[src/rtl/sse_pkg.sv]
package sse_pkg;

	// Display geometry
	localparam int DIGIT_COUNT = 4;
	localparam int CHAR_FIELDS = 4;
	localparam int POS_W       = (DIGIT_COUNT > 1) ? $clog2(DIGIT_COUNT) : 1;

	// Beats per request: data-write, address, one per digit, display control
	localparam int BEAT_COUNT = DIGIT_COUNT + 3;
	localparam int BEAT_W     = $clog2(BEAT_COUNT);

	typedef logic [POS_W-1:0]  pos_t;
	typedef logic [BEAT_W-1:0] beat_t;

	localparam beat_t BEAT_DATA_CMD  = BEAT_W'(0);
	localparam beat_t BEAT_ADDR_CMD  = BEAT_W'(1);
	localparam beat_t BEAT_SEG_FIRST = BEAT_W'(2);
	localparam beat_t BEAT_SEG_LAST  = BEAT_W'(DIGIT_COUNT + 1);
	localparam beat_t BEAT_CTRL_CMD  = BEAT_W'(DIGIT_COUNT + 2);

	// Request kinds
	localparam logic REQ_NUMBER = 1'b0;
	localparam logic REQ_CHARS  = 1'b1;

	// Controller command bytes
	localparam logic [7:0] CMD_DATA_WRITE = 8'h40;
	localparam logic [7:0] CMD_ADDRESS    = 8'hC0;
	localparam logic [7:0] CMD_DISPLAY_ON = 8'h88;
	localparam logic [2:0] BRIGHT_RESET   = 3'd7;
	localparam logic [7:0] SEG_BLANK      = 8'h00;

	// Work carried down the digit pipeline
	typedef struct packed {
		logic                          cmd;
		logic [15:0]                   quot;
		logic [DIGIT_COUNT-1:0][7:0]   chars;
		logic [DIGIT_COUNT-1:0][7:0]   segs;
	} work_t;

	function automatic logic [7:0] seg_of_digit(input logic [3:0] d);
		logic [7:0] s;
		case (d)
			4'd0: s = 8'h3f;
			4'd1: s = 8'h06;
			4'd2: s = 8'h5b;
			4'd3: s = 8'h4f;
			4'd4: s = 8'h66;
			4'd5: s = 8'h6d;
			4'd6: s = 8'h7d;
			4'd7: s = 8'h07;
			4'd8: s = 8'h7f;
			4'd9: s = 8'h6f;
			default: s = SEG_BLANK;
		endcase
		return s;
	endfunction

	function automatic logic [7:0] seg_of_char(input logic [7:0] c);
		logic [7:0] s;
		if (c inside {[8'h30:8'h39]}) begin
			s = seg_of_digit(c[3:0]);
		end else begin
			s = SEG_BLANK;
		end
		return s;
	endfunction

	// Divide by ten through the reciprocal 52429 / 2^19, exact for 16-bit values
	function automatic logic [15:0] div10(input logic [15:0] x);
		logic [31:0] prod;
		prod = 32'(x) * 32'd52429;
		return 16'(prod[31:19]);
	endfunction

endpackage

[src/rtl/sse_req_if.sv]
interface sse_req_if;
	logic        valid;
	logic        ready;
	logic        cmd;
	logic [15:0] number;
	logic [7:0]  char_first;
	logic [7:0]  char_second;
	logic [7:0]  char_third;
	logic [7:0]  char_fourth;

	modport source (
		output valid, cmd, number, char_first, char_second, char_third, char_fourth,
		input  ready
	);
	modport sink (
		input  valid, cmd, number, char_first, char_second, char_third, char_fourth,
		output ready
	);
endinterface

[src/rtl/sse_rsp_if.sv]
interface sse_rsp_if;
	logic       valid;
	logic       ready;
	logic [7:0] bus_byte;
	logic       start_before;
	logic       stop_after;
	logic       last;

	modport source (
		output valid, bus_byte, start_before, stop_after, last,
		input  ready
	);
	modport sink (
		input  valid, bus_byte, start_before, stop_after, last,
		output ready
	);
endinterface

[src/rtl/sse_cfg_if.sv]
interface sse_cfg_if;
	logic       valid;
	logic       ready;
	logic [2:0] brightness;

	modport source (
		output valid, brightness,
		input  ready
	);
	modport sink (
		input  valid, brightness,
		output ready
	);
endinterface

[src/rtl/seven_segment_frame_encoder.sv]
// Turns one display request (a 16-bit number or four ASCII characters) into the
// seven command bytes for a four-digit segment display controller: data-write
// 0x40, address 0xC0, the four segment bytes leftmost first, then display-on
// 0x88 with the brightness level. A number shows its low four decimal digits
// with leading zeros; any character outside '0'..'9' shows blank. Requests pass
// a four-stage digit pipeline (one decimal digit per stage) and then a byte
// serializer, which sends one byte per cycle while the receiver is ready; a new
// request enters the pipeline while bytes of the previous one are still going
// out. Brightness is sampled when the display-on byte goes out and should be
// written only while the block is idle.
module seven_segment_frame_encoder (
	input  logic      clk,
	input  logic      arst_n,
	sse_cfg_if.sink   cfg,
	sse_req_if.sink   req,
	sse_rsp_if.source rsp
);
	import sse_pkg::*;

	logic [2:0] brightness_q;

	logic  valid_c [DIGIT_COUNT+1];
	logic  ready_c [DIGIT_COUNT+1];
	work_t work_c  [DIGIT_COUNT+1];

	// Configuration is always taken
	assign cfg.ready = 1'b1;

	always_ff @(posedge clk or negedge arst_n) begin
		if (!arst_n) begin
			brightness_q <= BRIGHT_RESET;
		end else if (cfg.valid) begin
			brightness_q <= cfg.brightness;
		end
	end

	// Pack the request into pipeline work; positions past the fourth are blank
	always_comb begin
		work_c[0].cmd   = req.cmd;
		work_c[0].quot  = req.number;
		work_c[0].segs  = '0;
		work_c[0].chars = '0;
		work_c[0].chars[POS_W'(0)] = req.char_first;
		if (DIGIT_COUNT > 1) work_c[0].chars[POS_W'(1)] = req.char_second;
		if (DIGIT_COUNT > 2) work_c[0].chars[POS_W'(2)] = req.char_third;
		if (DIGIT_COUNT > 3) work_c[0].chars[POS_W'(3)] = req.char_fourth;
	end

	assign valid_c[0] = req.valid;
	assign req.ready  = ready_c[0];

	// One stage per digit, rightmost digit first
	for (genvar i = 0; i < DIGIT_COUNT; i++) begin : g_stage
		sse_digit_stage u_stage (
			.clk       (clk),
			.arst_n    (arst_n),
			.pos       (POS_W'(DIGIT_COUNT - 1 - i)),
			.in_valid  (valid_c[i]),
			.in_ready  (ready_c[i]),
			.in_work   (work_c[i]),
			.out_valid (valid_c[i+1]),
			.out_ready (ready_c[i+1]),
			.out_work  (work_c[i+1])
		);
	end

	sse_serializer u_ser (
		.clk        (clk),
		.arst_n     (arst_n),
		.brightness (brightness_q),
		.in_valid   (valid_c[DIGIT_COUNT]),
		.in_ready   (ready_c[DIGIT_COUNT]),
		.in_segs    (work_c[DIGIT_COUNT].segs),
		.rsp        (rsp)
	);

endmodule

[src/rtl/sse_digit_stage.sv]
module sse_digit_stage (
	input  logic           clk,
	input  logic           arst_n,
	input  sse_pkg::pos_t  pos,
	input  logic           in_valid,
	output logic           in_ready,
	input  sse_pkg::work_t in_work,
	output logic           out_valid,
	input  logic           out_ready,
	output sse_pkg::work_t out_work
);
	import sse_pkg::*;

	logic        valid_s1;
	work_t       work_s1;
	work_t       work_nxt;
	logic [15:0] quot_nxt;
	logic [15:0] rem_full;

	// Take a beat when empty or when the next stage drains this one
	assign in_ready  = !valid_s1 || out_ready;
	assign out_valid = valid_s1;
	assign out_work  = work_s1;

	// Split off one decimal digit and fill this stage's segment position
	always_comb begin
		quot_nxt = div10(in_work.quot);
		rem_full = in_work.quot - ((quot_nxt << 3) + (quot_nxt << 1));
		work_nxt = in_work;
		work_nxt.quot = quot_nxt;
		if (in_work.cmd == REQ_CHARS) begin
			work_nxt.segs[pos] = seg_of_char(in_work.chars[pos]);
		end else begin
			work_nxt.segs[pos] = seg_of_digit(rem_full[3:0]);
		end
	end

	// Advance the valid bit whenever the stage may move
	always_ff @(posedge clk or negedge arst_n) begin
		if (!arst_n) begin
			valid_s1 <= 1'b0;
		end else if (in_ready) begin
			valid_s1 <= in_valid;
		end
	end

	// Hold the payload unless a new beat comes in
	always_ff @(posedge clk) begin
		if (in_valid && in_ready) begin
			work_s1 <= work_nxt;
		end
	end

endmodule

[src/rtl/sse_serializer.sv]
module sse_serializer (
	input  logic                                  clk,
	input  logic                                  arst_n,
	input  logic [2:0]                            brightness,
	input  logic                                  in_valid,
	output logic                                  in_ready,
	input  logic [sse_pkg::DIGIT_COUNT-1:0][7:0]  in_segs,
	sse_rsp_if.source                             rsp
);
	import sse_pkg::*;

	logic                        valid_q;
	beat_t                       beat_q;
	logic [DIGIT_COUNT-1:0][7:0] segs_q;
	logic                        final_beat;
	pos_t                        seg_idx;

	assign final_beat = (beat_q == BEAT_CTRL_CMD);
	assign in_ready   = !valid_q || (rsp.ready && final_beat);
	assign seg_idx    = POS_W'(beat_q - BEAT_SEG_FIRST);

	// Drive the current beat of the frame sequence
	always_comb begin
		rsp.valid        = valid_q;
		rsp.bus_byte     = segs_q[seg_idx];
		rsp.start_before = 1'b0;
		rsp.stop_after   = 1'b0;
		rsp.last         = 1'b0;
		if (beat_q == BEAT_DATA_CMD) begin
			rsp.bus_byte     = CMD_DATA_WRITE;
			rsp.start_before = 1'b1;
			rsp.stop_after   = 1'b1;
		end else if (beat_q == BEAT_ADDR_CMD) begin
			rsp.bus_byte     = CMD_ADDRESS;
			rsp.start_before = 1'b1;
		end else if (final_beat) begin
			rsp.bus_byte     = CMD_DISPLAY_ON | {5'b0, brightness};
			rsp.start_before = 1'b1;
			rsp.stop_after   = 1'b1;
			rsp.last         = 1'b1;
		end else if (beat_q == BEAT_SEG_LAST) begin
			rsp.stop_after   = 1'b1;
		end
	end

	// Step through the beats; load the next request as the last one leaves
	always_ff @(posedge clk or negedge arst_n) begin
		if (!arst_n) begin
			valid_q <= 1'b0;
			beat_q  <= BEAT_DATA_CMD;
		end else if (in_ready) begin
			valid_q <= in_valid;
			beat_q  <= BEAT_DATA_CMD;
		end else if (rsp.ready) begin
			beat_q  <= beat_q + BEAT_W'(1);
		end
	end

	always_ff @(posedge clk) begin
		if (in_valid && in_ready) begin
			segs_q <= in_segs;
		end
	end

endmodule
[src/flat_wrapper.sv]
// flat-port wrapper written by rule: the top's interface ports become plain ports
module seven_segment_frame_encoder_flat import sse_pkg::*;
  (clk, arst_n, cfg_valid, cfg_brightness, cfg_ready, req_valid, req_cmd, req_number, req_char_first, req_char_second, req_char_third, req_char_fourth, req_ready, rsp_valid, rsp_bus_byte, rsp_start_before, rsp_stop_after, rsp_last, rsp_ready);
  sse_cfg_if cfg_i ();
  sse_req_if req_i ();
  sse_rsp_if rsp_i ();
  input  logic clk;
  input  logic arst_n;
  input wire logic [$bits(cfg_i.valid)-1:0] cfg_valid;
  input wire logic [$bits(cfg_i.brightness)-1:0] cfg_brightness;
  output wire logic [$bits(cfg_i.ready)-1:0] cfg_ready;
  input wire logic [$bits(req_i.valid)-1:0] req_valid;
  input wire logic [$bits(req_i.cmd)-1:0] req_cmd;
  input wire logic [$bits(req_i.number)-1:0] req_number;
  input wire logic [$bits(req_i.char_first)-1:0] req_char_first;
  input wire logic [$bits(req_i.char_second)-1:0] req_char_second;
  input wire logic [$bits(req_i.char_third)-1:0] req_char_third;
  input wire logic [$bits(req_i.char_fourth)-1:0] req_char_fourth;
  output wire logic [$bits(req_i.ready)-1:0] req_ready;
  output wire logic [$bits(rsp_i.valid)-1:0] rsp_valid;
  output wire logic [$bits(rsp_i.bus_byte)-1:0] rsp_bus_byte;
  output wire logic [$bits(rsp_i.start_before)-1:0] rsp_start_before;
  output wire logic [$bits(rsp_i.stop_after)-1:0] rsp_stop_after;
  output wire logic [$bits(rsp_i.last)-1:0] rsp_last;
  input wire logic [$bits(rsp_i.ready)-1:0] rsp_ready;
  assign cfg_i.valid = cfg_valid;
  assign cfg_i.brightness = cfg_brightness;
  assign cfg_ready = cfg_i.ready;
  assign req_i.valid = req_valid;
  assign req_i.cmd = req_cmd;
  assign req_i.number = req_number;
  assign req_i.char_first = req_char_first;
  assign req_i.char_second = req_char_second;
  assign req_i.char_third = req_char_third;
  assign req_i.char_fourth = req_char_fourth;
  assign req_ready = req_i.ready;
  assign rsp_valid = rsp_i.valid;
  assign rsp_bus_byte = rsp_i.bus_byte;
  assign rsp_start_before = rsp_i.start_before;
  assign rsp_stop_after = rsp_i.stop_after;
  assign rsp_last = rsp_i.last;
  assign rsp_i.ready = rsp_ready;
  seven_segment_frame_encoder u_core (.clk(clk), .arst_n(arst_n), .cfg(cfg_i), .req(req_i), .rsp(rsp_i));
endmodule
[config.mk]
export PLATFORM = sky130hd
export DESIGN_NAME = seven_segment_frame_encoder_flat
export DESIGN_NICKNAME = d
export VERILOG_FILES = /design/src/rtl/sse_pkg.sv /design/src/rtl/sse_req_if.sv /design/src/rtl/sse_rsp_if.sv /design/src/rtl/sse_cfg_if.sv /design/src/rtl/seven_segment_frame_encoder.sv /design/src/rtl/sse_digit_stage.sv /design/src/rtl/sse_serializer.sv /design/src/flat_wrapper.sv
export SDC_FILE = /design/constraint.sdc
export NUM_CORES = 1
export LEC_CHECK = 0
export BUFFER_PORTS_ARGS = -buffer_cell sky130_fd_sc_hd__buf_2
export CAP_MARGIN = 40
export CORE_ASPECT_RATIO = 0.7
export CORE_UTILIZATION = 69
export DETAILED_ROUTE_END_ITERATION = 10
export PLACE_DENSITY = 0.95
export SYNTH_ARGS = -nofsm -noshare
export SYNTH_HDL_FRONTEND = slang
export SYNTH_SLANG_ARGS = --single-unit
[constraint.sdc]
create_clock -name clk -period 10.1 [get_ports clk]
set_input_delay 0 -clock clk [delete_from_list [all_inputs] [get_ports clk]]
set_output_delay 0 -clock clk [all_outputs]
set_load 0.1 [all_outputs]
==> qor.txt <==
n_diodes - 0
syn avg cell area - 11.4 sq um
nets - 2,333
routed len/inst - 20.4 microns
die area - 27,700 sq um
maximum clock path buffer count - 2
ys async rst share - 5.61%
non-filler instance count after layout - 2,105
fmax - 0.138 GHz
row cnt - 49
Yosys Warn Count - 0
worst clock skew - 0.0186 ns
Initial Utilization - 71.4%
# DRC - 0
total track usage - 32.5%
Core Box Area - 26,100 sq um
Detail Route Antenna Nets - 0
Critical-path top delay cell - fa_1
ys flop type - edfxtp_1
Synth Net Count - 2,238
root buffer cell - clkbuf_16
# setup viols final - 0
Startpoint Class - flip-flop
post-cts gate resize count - 0
top sig layer - met4
Final Cycle Share - 71.9%
Hold Fails Final Rpt - 0
vias post-DR - 12,786
Setup CP Type - flip-flop to flip-flop
Worst Path Max Fanout - 7
Port Buffers - 53
die width - 198 microns
Clock H-tree levels - 4
Synth top area share - 27.6%
DR iter-0 viols - 1,156
fraction of layout cells with a size suffix above 1 - 8.18%
Syn Std Cell Area - 18,600 sq um
crit path buf inv count - 4
outcome - finished, final reports clean
Rel. slew slack - 46.0%
number of synthesized flops with an enable pin - 171
Ports - 71
area leader, netlist - edfxtp_1
final-layout fill cell count - 1,420
total negative slack - 0 ns
overall routed net length - 42,900 microns
vias in the first global route - 13,768
unrepaired setup endpoints after global routing - no
Min-Delay Path Class - input port to async pin
DP Cell Count - 2,046
clk slew on worst S/H paths - 0.09 ns
register bit total from synthesis - 196
met3 wire len - 4000 microns
Worst setup EP type - flip-flop
delay of the slowest critical-path stage - 0.60 ns
family with the most delay on the worst path - adder cells
post-synthesis cell count - 1,640
Skew-Pair Late Insertion Delay - 0.45 ns
ranking of synthesized cells by area - edfxtp_1, ha_1, fa_1
Slew Limit Fails - 0
Tmin final - 7.26 ns
vias per inst - 6.07
critical path arrival - 7.45 ns
largest net degree at the start of global routing - 43
CTS tree - done
most frequent cells after synthesis - inv_1, ha_1, edfxtp_1, fa_1, nand2_1
Max Cap Viol - 0
Synth cell types - 84
register area share after synthesis - 30.6%
Critical Path RT - 10.29 ns
GRT Residual Overflow - 0
Setup Buffers After CTS - 0
most numerous cell in the Yosys netlist - inv_1
measured slew at the worst slew-check pin - 0.788 ns
first-pass iteration count of the detailed router - 7
met1 WL - 16,900 microns
CTS Buf Count - 17
die height - 140 microns
synth-to-layout area growth - 8.62%
GPL Wtd Cong - 0.995
# clock sinks - 196
first-pass GRT wire length - 68,700 microns
routed wl met2 - 20,500 microns
antenna violations before repair - 0
DP HPWL - 33,200 microns
[worst paths after layout]
check / from / endpoint / slack, ns / cells after the start
max: u_core.g_stage[0].u_stage.out_work[75]$_DFFE_PP_ / u_core.g_stage[1].u_stage.out_work[19]$_SDFFCE_PP0P_ / 2.84 / 26
min: arst_n / u_core.brightness_q[1]$_DFFE_PN1P_ / 0.03 / 2
max reg2reg: u_core.g_stage[0].u_stage.out_work[75]$_DFFE_PP_ / u_core.g_stage[1].u_stage.out_work[19]$_SDFFCE_PP0P_ / 2.84 / 26
min reg2reg: u_core.g_stage[2].u_stage.out_work[17]$_DFFE_PP_ / u_core.g_stage[3].u_stage.out_work[17]$_DFFE_PP_ / 0.41 / 0
max in group asynchronous: arst_n / u_core.g_stage[2].u_stage.out_valid$_DFFE_PN0P_ / 9.25 / 3
min in group clk: req_char_first[3] / u_core.g_stage[0].u_stage.out_work[35]$_DFFE_PP_ / 0.26 / 2
[routing by layer]
| metal | track usage, % | up-vias |
|---|---|---|
| met1 | 40.5 | 6278 |
| met2 | 54.4 | 656 |
| met3 | 8.63 | 150 |
| li1 | - | 5702 |
| met5 | 0 | - |
| met4 | 12.5 | 0 |
[cell families (layout without fill, tap and decap cells)]
family	count (synthesis)	in the layout	synth area share, %
AO/OA/AOI/OAI	186	186	7.12
XOR/XNOR	54	54	2.66
adder cells (fa/ha/maj)	541	541	43.1
buffers and inverters	386	494	7.85
flip-flops	196	196	30.6
multiplexers	29	29	2.09
other	1	1	0.0201
AND/OR/NAND/NOR	247	247	6.58
[placed cells by master (no fill, tap or decap), drive strengths merged, types with 17 or more instances in the layout]
master | netlist | routed
inv | 377 | 383
nand2 | 69 | 69
nor2 | 61 | 61
clkbuf | 5 | 17
dlygate4sd3 | 0 | 27
edfxtp | 171 | 171
buf | 4 | 58
ha | 372 | 372
o21ai | 33 | 33
xnor2 | 42 | 42
fa | 169 | 169
a21oi | 53 | 53
a21o | 18 | 18
nand4 | 17 | 17
nand3 | 21 | 21
[what timing repair did]
item	CTS	global route
hold buffers	27	0
endpoints found under the hold margin	43	0
setup endpoints to repair	0	0
[worst register-to-register path, stage by stage, from the launching register on]
cell	delay [ns]
edfxtp_1	0.43
inv_1	0.08
ha_1	0.28
inv_1	0.07
fa_1	0.60
inv_1	0.10
fa_1	0.51
fa_1	0.51
fa_1	0.51
inv_1	0.04
ha_1	0.30
a21o_1	0.16
a21o_1	0.17
a21oi_1	0.17
a2bb2oi_2	0.27
o211ai_4	0.16
a21o_1	0.21
xor2_1	0.18
ha_1	0.22
xnor2_1	0.37
a21oi_1	0.16
nand2_1	0.13
a21oi_1	0.07
nand4b_1	0.19
nor3_1	0.29
xor2_2	0.43
mux2_1	0.39
[registers in the layout (all words and copies together), names as in the netlist, named ones only]
| register | flops |
|---|---|
| u_core.brightness_q | 3 |
| u_core.g_stage.u_stage.out_valid | 4 |
| u_core.u_ser.beat_q | 3 |
| u_core.g_stage.u_stage.out_work | 143 |
| u_core.u_ser.segs_q | 28 |
| u_core.u_ser.rsp.valid | 1 |
[per-stage QoR]
| step | worst slack, ns | cell area [sq um] | hold slack, ns | utilization, % |
|---|---|---|---|---|
| 6_report | 2.84 | 20200 | 0.0330 | 77.5 |
| 5_1_grt | 2.52 | 20200 | 0.0626 | 77.5 |
| 4_1_cts | 2.97 | 20200 | 0.0250 | 77.5 |
| 3_5_place_dp | 2.95 | 19400 | -0.126 | 74.1 |
| 3_3_place_gp | 3.27 | 19300 | -0.131 | 74.1 |
| 2_1_floorplan | 3.69 | 18600 | -0.296 | - |
[layout make-up]
class                   count  area, sq um  share of cell area [%]
multi-input cells        1058        11500                    56.8
flip-flops and latches    196         5690                    28.1
inverters                 377         1420                    6.99
repair buffers             85          586                    2.89
well taps                 357          447                    2.21
clock buffers              17          425                    2.10
clock inverters            15          184                   0.909
Power is left out: the tool's default activity adds up to more than one toggle a clock period on the data nets, which glitch-free logic cannot reach.
